<file path="config.mk">
export PLATFORM = sky130hd
export DESIGN_NAME = c_instruction_text_encoder
export DESIGN_NICKNAME = d
export VERILOG_FILES = /design/src/cite_pkg.sv /design/src/cite_collect.sv /design/src/cite_encode.sv /design/src/c_instruction_text_encoder.sv
export SDC_FILE = /design/constraint.sdc
export NUM_CORES = 1
export LEC_CHECK = 0
export BUFFER_PORTS_ARGS = -buffer_cell sky130_fd_sc_hd__buf_2
export CORE_ASPECT_RATIO = 0.7
export CORE_MARGIN = 4
export CORE_UTILIZATION = 40
export CTS_CLUSTER_SIZE = 16
export DETAILED_ROUTE_END_ITERATION = 7
export GPL_TIMING_DRIVEN = 1
export RECOVER_POWER = 25
export SLEW_MARGIN = 20
export SYNTH_ARGS = -nofsm -noshare
export SYNTH_HDL_FRONTEND = slang
export SYNTH_SLANG_ARGS = --single-unit
</file>
<file path="constraint.sdc">
create_clock -name clock -period 3.81 [get_ports clock]
set_clock_uncertainty 0.2 [all_clocks]
set_input_delay 0.381 -clock clock [delete_from_list [all_inputs] [get_ports clock]]
set_output_delay 0.381 -clock clock [all_outputs]
set_load 0.05 [all_outputs]
</file>
<file path="src/cite_pkg.sv">
// ----------------------------------------------------------------------------
// cite_pkg: shared types, constants and mnemonic tables
// Character buffer sizes, separator codes and the comp, dest and jump
// mnemonic tables used by the C-instruction text encoder.
// ----------------------------------------------------------------------------
package cite_pkg;

   // characters kept for each part of the instruction text
   localparam int MnemonicChars = 3;
   localparam int ChrW          = 8 * MnemonicChars;
   // count saturates at MnemonicChars + 1 to mark a part as too long
   localparam int CntW          = $clog2(MnemonicChars + 2);

   localparam logic [7:0] CharEq   = 8'h3D;   // '='
   localparam logic [7:0] CharSemi = 8'h3B;   // ';'

   localparam logic [CntW-1:0] CountFull = CntW'(MnemonicChars);
   localparam logic [CntW-1:0] CountOver = CntW'(MnemonicChars + 1);

   typedef enum logic [1:0] {
      SepNone = 2'd0,
      SepEq   = 2'd1,
      SepSemi = 2'd2
   } sep_type;

   // snapshot of both parts after the current character is taken in
   typedef struct packed {
      logic [ChrW-1:0] front_chars;
      logic [CntW-1:0] front_count;
      logic [ChrW-1:0] back_chars;
      logic [CntW-1:0] back_count;
      sep_type         sep;
   } parts_type;

   // one mnemonic: text right-justified, first character in the highest used byte
   typedef struct packed {
      logic [31:0] text;
      logic [1:0]  len;
      logic [6:0]  code;
   } mnem_type;

   typedef struct packed {
      logic       hit;
      logic [6:0] code;
   } hit_type;

   localparam mnem_type CompTable [28] = '{
      '{"0",   2'd1, 7'h2A}, '{"1",   2'd1, 7'h3F}, '{"-1",  2'd2, 7'h3A},
      '{"D",   2'd1, 7'h0C}, '{"A",   2'd1, 7'h30}, '{"M",   2'd1, 7'h70},
      '{"!D",  2'd2, 7'h0D}, '{"!A",  2'd2, 7'h31}, '{"!M",  2'd2, 7'h71},
      '{"-D",  2'd2, 7'h0F}, '{"-A",  2'd2, 7'h33}, '{"-M",  2'd2, 7'h73},
      '{"D+1", 2'd3, 7'h1F}, '{"A+1", 2'd3, 7'h37}, '{"M+1", 2'd3, 7'h77},
      '{"D-1", 2'd3, 7'h0E}, '{"A-1", 2'd3, 7'h32}, '{"M-1", 2'd3, 7'h72},
      '{"D+A", 2'd3, 7'h02}, '{"D+M", 2'd3, 7'h42}, '{"D-A", 2'd3, 7'h13},
      '{"D-M", 2'd3, 7'h53}, '{"A-D", 2'd3, 7'h07}, '{"M-D", 2'd3, 7'h47},
      '{"D&A", 2'd3, 7'h00}, '{"D&M", 2'd3, 7'h40}, '{"D|A", 2'd3, 7'h15},
      '{"D|M", 2'd3, 7'h55}
   };

   localparam mnem_type DestTable [7] = '{
      '{"M",   2'd1, 7'd1}, '{"D",   2'd1, 7'd2}, '{"DM",  2'd2, 7'd3},
      '{"A",   2'd1, 7'd4}, '{"AM",  2'd2, 7'd5}, '{"AD",  2'd2, 7'd6},
      '{"ADM", 2'd3, 7'd7}
   };

   localparam mnem_type JumpTable [7] = '{
      '{"JGT", 2'd3, 7'd1}, '{"JEQ", 2'd3, 7'd2}, '{"JGE", 2'd3, 7'd3},
      '{"JLT", 2'd3, 7'd4}, '{"JNE", 2'd3, 7'd5}, '{"JLE", 2'd3, 7'd6},
      '{"JMP", 2'd3, 7'd7}
   };

   // exact match of a stored part against one mnemonic
   function automatic logic part_match(logic [ChrW-1:0] chars, logic [CntW-1:0] count,
                                       mnem_type m);
      logic       ok;
      logic [1:0] j;
      ok = (count == CntW'(m.len));
      for (int i = 0; i < 3; i++) begin
         j = m.len - 2'(i) - 2'd1;
         if (2'(i) < m.len) begin
            ok = ok && (chars[8*i +: 8] == m.text[8*j +: 8]);
         end
      end
      return ok;
   endfunction

   function automatic hit_type comp_lookup(logic [ChrW-1:0] chars, logic [CntW-1:0] count);
      hit_type r;
      r = '0;
      for (int k = 27; k >= 0; k--) begin
         if (part_match(chars, count, CompTable[k])) begin
            r = '{hit: 1'b1, code: CompTable[k].code};
         end
      end
      return r;
   endfunction

   function automatic hit_type dest_lookup(logic [ChrW-1:0] chars, logic [CntW-1:0] count);
      hit_type r;
      r = '0;
      for (int k = 6; k >= 0; k--) begin
         if (part_match(chars, count, DestTable[k])) begin
            r = '{hit: 1'b1, code: DestTable[k].code};
         end
      end
      return r;
   endfunction

   function automatic hit_type jump_lookup(logic [ChrW-1:0] chars, logic [CntW-1:0] count);
      hit_type r;
      r = '0;
      for (int k = 6; k >= 0; k--) begin
         if (part_match(chars, count, JumpTable[k])) begin
            r = '{hit: 1'b1, code: JumpTable[k].code};
         end
      end
      return r;
   endfunction

endpackage

</file>
<file path="src/cite_collect.sv">
// ----------------------------------------------------------------------------
// cite_collect: front and back part buffers
// Splits the character stream at the first separator and keeps up to
// MnemonicChars characters of each part; cleared after the last character.
// ----------------------------------------------------------------------------
module cite_collect (
   input  logic                clock,
   input  logic                reset,
   input  logic                step,       // a character is taken in this cycle
   input  logic [7:0]          char_code,
   input  logic                last,
   output cite_pkg::parts_type parts       // state including this character
);

   logic [cite_pkg::ChrW-1:0] front_chars_ff, front_chars_in;
   logic [cite_pkg::CntW-1:0] front_count_ff, front_count_in;
   logic [cite_pkg::ChrW-1:0] back_chars_ff,  back_chars_in;
   logic [cite_pkg::CntW-1:0] back_count_ff,  back_count_in;
   cite_pkg::sep_type         sep_ff,         sep_in;

   // next part contents for this character
   always_comb begin
      front_chars_in = front_chars_ff;
      front_count_in = front_count_ff;
      back_chars_in  = back_chars_ff;
      back_count_in  = back_count_ff;
      sep_in         = sep_ff;
      if (sep_ff == cite_pkg::SepNone) begin
         if (char_code == cite_pkg::CharEq) begin
            sep_in = cite_pkg::SepEq;
         end else if (char_code == cite_pkg::CharSemi) begin
            sep_in = cite_pkg::SepSemi;
         end else if (front_count_ff < cite_pkg::CountFull) begin
            for (int k = 0; k < cite_pkg::MnemonicChars; k++) begin
               if (front_count_ff == cite_pkg::CntW'(k)) begin
                  front_chars_in[8*k +: 8] = char_code;
               end
            end
            front_count_in = front_count_ff + 1'b1;
         end else begin
            front_count_in = cite_pkg::CountOver;
         end
      end else if (back_count_ff < cite_pkg::CountFull) begin
         for (int k = 0; k < cite_pkg::MnemonicChars; k++) begin
            if (back_count_ff == cite_pkg::CntW'(k)) begin
               back_chars_in[8*k +: 8] = char_code;
            end
         end
         back_count_in = back_count_ff + 1'b1;
      end else begin
         back_count_in = cite_pkg::CountOver;
      end
   end

   assign parts = '{front_chars: front_chars_in, front_count: front_count_in,
                    back_chars: back_chars_in, back_count: back_count_in,
                    sep: sep_in};

   // part registers, emptied after each instruction
   always_ff @(posedge clock) begin
      if (reset || (step && last)) begin
         front_chars_ff <= '0;
         front_count_ff <= '0;
         back_chars_ff  <= '0;
         back_count_ff  <= '0;
         sep_ff         <= cite_pkg::SepNone;
      end else if (step) begin
         front_chars_ff <= front_chars_in;
         front_count_ff <= front_count_in;
         back_chars_ff  <= back_chars_in;
         back_count_ff  <= back_count_in;
         sep_ff         <= sep_in;
      end
   end

   // buffers are empty once an instruction has ended
   a_clear_after_last: assert property (@(posedge clock) disable iff (reset)
      step && last |=> front_count_ff == '0 && back_count_ff == '0 &&
                       sep_ff == cite_pkg::SepNone)
      else $error("part buffers not cleared after last word");

   // back part only fills once a separator has been seen
   a_back_needs_sep: assert property (@(posedge clock) disable iff (reset)
      back_count_ff != '0 |-> sep_ff != cite_pkg::SepNone)
      else $error("back part filled without separator");

endmodule

</file>
<file path="src/cite_encode.sv">
// ----------------------------------------------------------------------------
// cite_encode: mnemonic lookup and word assembly
// Matches the parts against the comp, dest and jump tables and builds the
// 16-bit machine word and the error flag.
// ----------------------------------------------------------------------------
module cite_encode (
   input  cite_pkg::parts_type parts,
   output logic [15:0]         machine_word,
   output logic                bad_instruction
);

   cite_pkg::hit_type comp_hit;
   cite_pkg::hit_type dest_hit;
   cite_pkg::hit_type jump_hit;

   // role of each part follows the separator
   always_comb begin
      comp_hit = '0;
      dest_hit = '0;
      jump_hit = '0;
      unique case (parts.sep)
         cite_pkg::SepEq: begin
            dest_hit = cite_pkg::dest_lookup(parts.front_chars, parts.front_count);
            comp_hit = cite_pkg::comp_lookup(parts.back_chars, parts.back_count);
         end
         cite_pkg::SepSemi: begin
            comp_hit = cite_pkg::comp_lookup(parts.front_chars, parts.front_count);
            jump_hit = cite_pkg::jump_lookup(parts.back_chars, parts.back_count);
         end
         default: begin
            comp_hit = '0;
         end
      endcase
   end

   // unknown dest or jump encodes as zero; unknown comp flags an error
   assign bad_instruction = !comp_hit.hit;
   assign machine_word    = bad_instruction ? 16'h0000 :
                            {3'b111, comp_hit.code, dest_hit.code[2:0], jump_hit.code[2:0]};

endmodule

</file>
<file path="src/c_instruction_text_encoder.sv">
// Path: an accepted character word waits in the input register, then enters the part
//   buffers; an instruction's last one loads the result register and raises rsp_tvalid.
// Throughput: one character word per cycle, limited only by rsp back-pressure on the
//   last character of an instruction.
// Reset: synchronous; empties the input stage, the part buffers and the result register.
// ----------------------------------------------------------------------------
// c_instruction_text_encoder: top level
// Input register, part collector, mnemonic encoder and result register for
// streaming C-instruction text into 16-bit machine words.
// ----------------------------------------------------------------------------
module c_instruction_text_encoder (
   input  logic        clock,
   input  logic        reset,
   input  logic        req_tvalid,
   output logic        req_tready,
   input  logic [7:0]  req_tdata,   // [7:0] char_code
   input  logic        req_tlast,   // end_of_text
   output logic        rsp_tvalid,
   input  logic        rsp_tready,
   output logic [15:0] rsp_tdata,   // [15:0] machine_word
   output logic        rsp_tuser    // [0] bad_instruction
);

   logic                in_valid_ff, in_valid_in;
   logic [7:0]          in_char_ff;
   logic                in_last_ff;
   logic                rsp_valid_ff, rsp_valid_in;
   logic [15:0]         rsp_word_ff;
   logic                rsp_bad_ff;
   logic                advance;
   logic                load;
   cite_pkg::parts_type parts;
   logic [15:0]         enc_word;
   logic                enc_bad;

   // a held word moves on unless it is the last one and the result slot is blocked
   assign advance     = in_valid_ff && (!in_last_ff || !rsp_valid_ff || rsp_tready);
   assign load        = advance && in_last_ff;
   assign req_tready  = !in_valid_ff || advance;
   assign in_valid_in = req_tready ? req_tvalid : in_valid_ff;

   always_comb begin
      if (load) begin
         rsp_valid_in = 1'b1;
      end else if (rsp_tready) begin
         rsp_valid_in = 1'b0;
      end else begin
         rsp_valid_in = rsp_valid_ff;
      end
   end

   // input stage
   always_ff @(posedge clock) begin
      if (reset) begin
         in_valid_ff <= 1'b0;
      end else begin
         in_valid_ff <= in_valid_in;
      end
   end

   always_ff @(posedge clock) begin
      if (req_tvalid && req_tready) begin
         in_char_ff <= req_tdata;
         in_last_ff <= req_tlast;
      end
   end

   cite_collect u_collect (
      .clock     (clock),
      .reset     (reset),
      .step      (advance),
      .char_code (in_char_ff),
      .last      (in_last_ff),
      .parts     (parts)
   );

   cite_encode u_encode (
      .parts           (parts),
      .machine_word    (enc_word),
      .bad_instruction (enc_bad)
   );

   // result register
   always_ff @(posedge clock) begin
      if (reset) begin
         rsp_valid_ff <= 1'b0;
      end else begin
         rsp_valid_ff <= rsp_valid_in;
      end
   end

   always_ff @(posedge clock) begin
      if (load) begin
         rsp_word_ff <= enc_word;
         rsp_bad_ff  <= enc_bad;
      end
   end

   assign rsp_tvalid = rsp_valid_ff;
   assign rsp_tdata  = rsp_word_ff;
   assign rsp_tuser  = rsp_bad_ff;

   // a flagged result carries an all-zero word, a good one the 111 prefix
   a_word_form: assert property (@(posedge clock) disable iff (reset)
      rsp_valid_ff |-> (rsp_bad_ff && rsp_word_ff == 16'h0000) ||
                       (!rsp_bad_ff && rsp_word_ff[15:13] == 3'b111))
      else $error("result word has wrong form");

   // a result is never overwritten while it still waits
   a_no_overwrite: assert property (@(posedge clock) disable iff (reset)
      rsp_valid_ff && !rsp_tready |-> !load)
      else $error("waiting result overwritten");

   // a stalled input word stays put
   a_in_hold: assert property (@(posedge clock) disable iff (reset)
      in_valid_ff && !advance |=> in_valid_ff && $stable(in_char_ff) && $stable(in_last_ff))
      else $error("stalled input word lost");

endmodule
</file>
==> impl_metrics.tcl <==
set metrics [dict create \
    dp_hpwl_mm 16.7 \
    drv_slew 0 \
    crit_type "reg2reg" \
    wl_per_cell_um 21.2 \
    core_um2 14800 \
    clock-sinks 82 \
    worst-path-buf-inv 2 \
    post-synth-top-count-cell "nand2_1" \
    cts_tree "done" \
    maxCapViolCount 0 \
    via_per_inst 6.21 \
    antenna_found_initial 0 \
    die-area_um2 17300 \
    status "finished, final reports clean" \
    synth_edf_count 24 \
    ys_types 84 \
    layoutNonFillerInstCount 1037 \
    ys_seq_elements 82 \
    fin_nets 860 \
    cp_max_fo 15 \
    cts_root_buffer "clkbuf_16" \
    drive_above_1_share 0.143 \
    hold_class "in2reg" \
    placed_cells 1016 \
    grt_pass1_wl_mm 33.8 \
    die_height_um 111 \
    critPathArrivalTime_ps 3640 \
    crit_path_max_incr_delay_ps 470 \
    clkSlewWorstSetupHoldPaths_ps 80 \
    die_w_um 155 \
    clk_path_buf_depth 2 \
    power_density_nw_per_um2 289 \
    drc 0 \
    fmax_ghz 0.274 \
    yosysWarnings 0 \
    period_needed_ps 3650 \
    setup_tns_ps 0 \
    worstPathRequired_ps 3800 \
    final_hold_viol_count 0 \
    diodes 0 \
    setup_viol 0 \
    syn_area_per_cell_um2 7.76 \
    rows 37 \
    cts_buffers 9 \
    period_share 0.958 \
    yosys-top-cells-area "dfxtp_1 (19%), edfxtp_1 (12%), nand2_1 (8.3%), a21oi_1 (6.5%), mux2i_1 (4.3%)" \
    ant_nets 0 \
    netlist_instances 785 \
    cp-end-kind "register" \
    drt-total-wl_mm 22.0 \
    first_global_vias 5846 \
    whs_ps 10.7 \
    relSlewSlack 0.323 \
    synth_top_area_cell "dfxtp_1" \
    max-vdd-ir-drop_mv 0.270 \
    gr-usage-all-layers 0.250 \
    synth_top_cells_by_count "nand2_1 (134), a21oi_1 (79), nor2_1 (66)" \
    synth_fp_nets 808 \
    port_buffers 31 \
    crit_chain "buf_4, nor4b_4, buf_4, nand2_1, mux2i_1, nor2_1, o32ai_1, a211oi_1, a311o_2, a211oi_1" \
    drt_iter0_drc 647 \
    grt.overflow.total 0 \
    htreeDepth 3 \
    place.gp.congestion 1.06 \
    io_pins 32 \
    synth_top_area_frac 0.191 \
    area_delta_synth_final_pct 15.0 \
    insertion_delay_ps 360 \
    grt_max_degree 30 \
    ys_seq_area_frac 0.309 \
    async_reset_ff_frac 0 \
    vias 6439 \
    worstMarginPinSlew_ps 1010 \
    cpMaxStageDelayCell "mux2i_1" \
    critPathLaunch "in_char_ff[7]" \
    min_from "reset" \
    start_util 0.411 \
    synth_flop_cell "dfxtp_1" \
    firstDrtPassIters 8 \
    critPathLaunchType "register" \
    r2r_start "in_char_ff[7]" \
    crit_family "compound AO/OA/AOI/OAI gates" \
    power.leakage_nw 2.39 \
    netlist_area_um2 6090 \
]
-- flip-flops by register name, indices dropped and copies added, names as in the netlist --
signal                    flops
u_collect.sep_ff              2
rsp_tvalid                    1
in_last_ff                    1
u_collect.front_chars_ff     24
u_collect.back_chars_ff      24
rsp_tuser                     1
rsp_tdata                    14
u_collect.front_count_ff      3
in_valid_ff                   1
in_char_ff                    8
u_collect.back_count_ff       3
-- area by class of cell --
cell class	count	area (um^2)
Sequential cell	82	1880
Inverter	18	67.6
Clock inverter	6	53.8
Clock buffer	10	250
Multi-Input combinational cell	639	3940
Tap cell	195	244
Timing Repair Buffer	87	567
Fill cell	1510	7810
-- path summary, 6_finish.rpt --
| kind | slack, ps | end | cells after the start |
|---|---|---|---|
| min reg2reg | 290 | u_collect.front_chars_ff[5] | 2 |
| max | 160 | rsp_tdata[3] | 10 |
| max reg2reg | 160 | rsp_tdata[3] | 10 |
| min | 10 | in_valid_ff | 2 |
-- kinds of logic after synthesis --
family,after synthesis,synth area share
AO/OA/AOI/OAI,206,0.224
XOR/XNOR,6,0.00863
adder cells (fa/ha/maj),10,0.0205
buffers and inverters,64,0.0481
flip-flops,82,0.309
multiplexers,29,0.0483
AND/OR/NAND/NOR,388,0.342
-- stage by stage --
| step | worst slack, ps | total power, mW | utilization | instance area, um^2 |
|---|---|---|---|---|
| after floorplan | 534 | 1.06 | - | 6090 |
| after global placement | 119 | 1.12 | 0.449 | 6650 |
| after detailed placement | 170 | 1.13 | 0.449 | 6650 |
| after CTS | 149 | 2.04 | 0.473 | 7000 |
| after global routing | -1.33 | 2.09 | 0.473 | 7010 |
| final | 161 | 2.03 | 0.473 | 7010 |
-- power by group --
group | switching, mW | internal, mW
Combinational | 0.124 | 0.0592
Sequential | 0.0198 | 0.911
Clock | 0.418 | 0.496
Total | 0.562 | 1.47
-- per-layer routing --
metal	up-vias	routed length (um)	GRT usage
li1	3025	-	-
met1	3086	10400	0.377
met2	295	8690	0.336
met3	33	2500	0.0909
met4	0	427	0.0583
met5	-	0	0
-- cells in the final DEF (no fill, tap or decap), drive strengths merged, types with 17 or more instances in the layout --
master,count
nor2,66
buf,67
nand3,32
dfxtp,58
clkbuf,25
o21ai,30
nand4,17
edfxtp,24
inv,22
a21oi,80
nand2,134
mux2i,26
nor2b,17
nor4b,20
nor3,24
-- worst reg2reg max path, delay by kind of cell (launching register included) --
kind                   cells  cell delay [ps]
AO/OA/AOI/OAI              4             1300
AND/OR/NAND/NOR            3              600
multiplexers               1              470
buffers and inverters      2              470
flip-flops                 1              450
-- what timing repair did --
item / CTS / global route
hold buffers: 5 / 0
resized for setup: 0 / 5
endpoints found under the hold margin: 5 / 0
setup endpoints to repair: 0 / 15
buffers inserted: 0 / 0
Power figures use the tool's default switching activity.
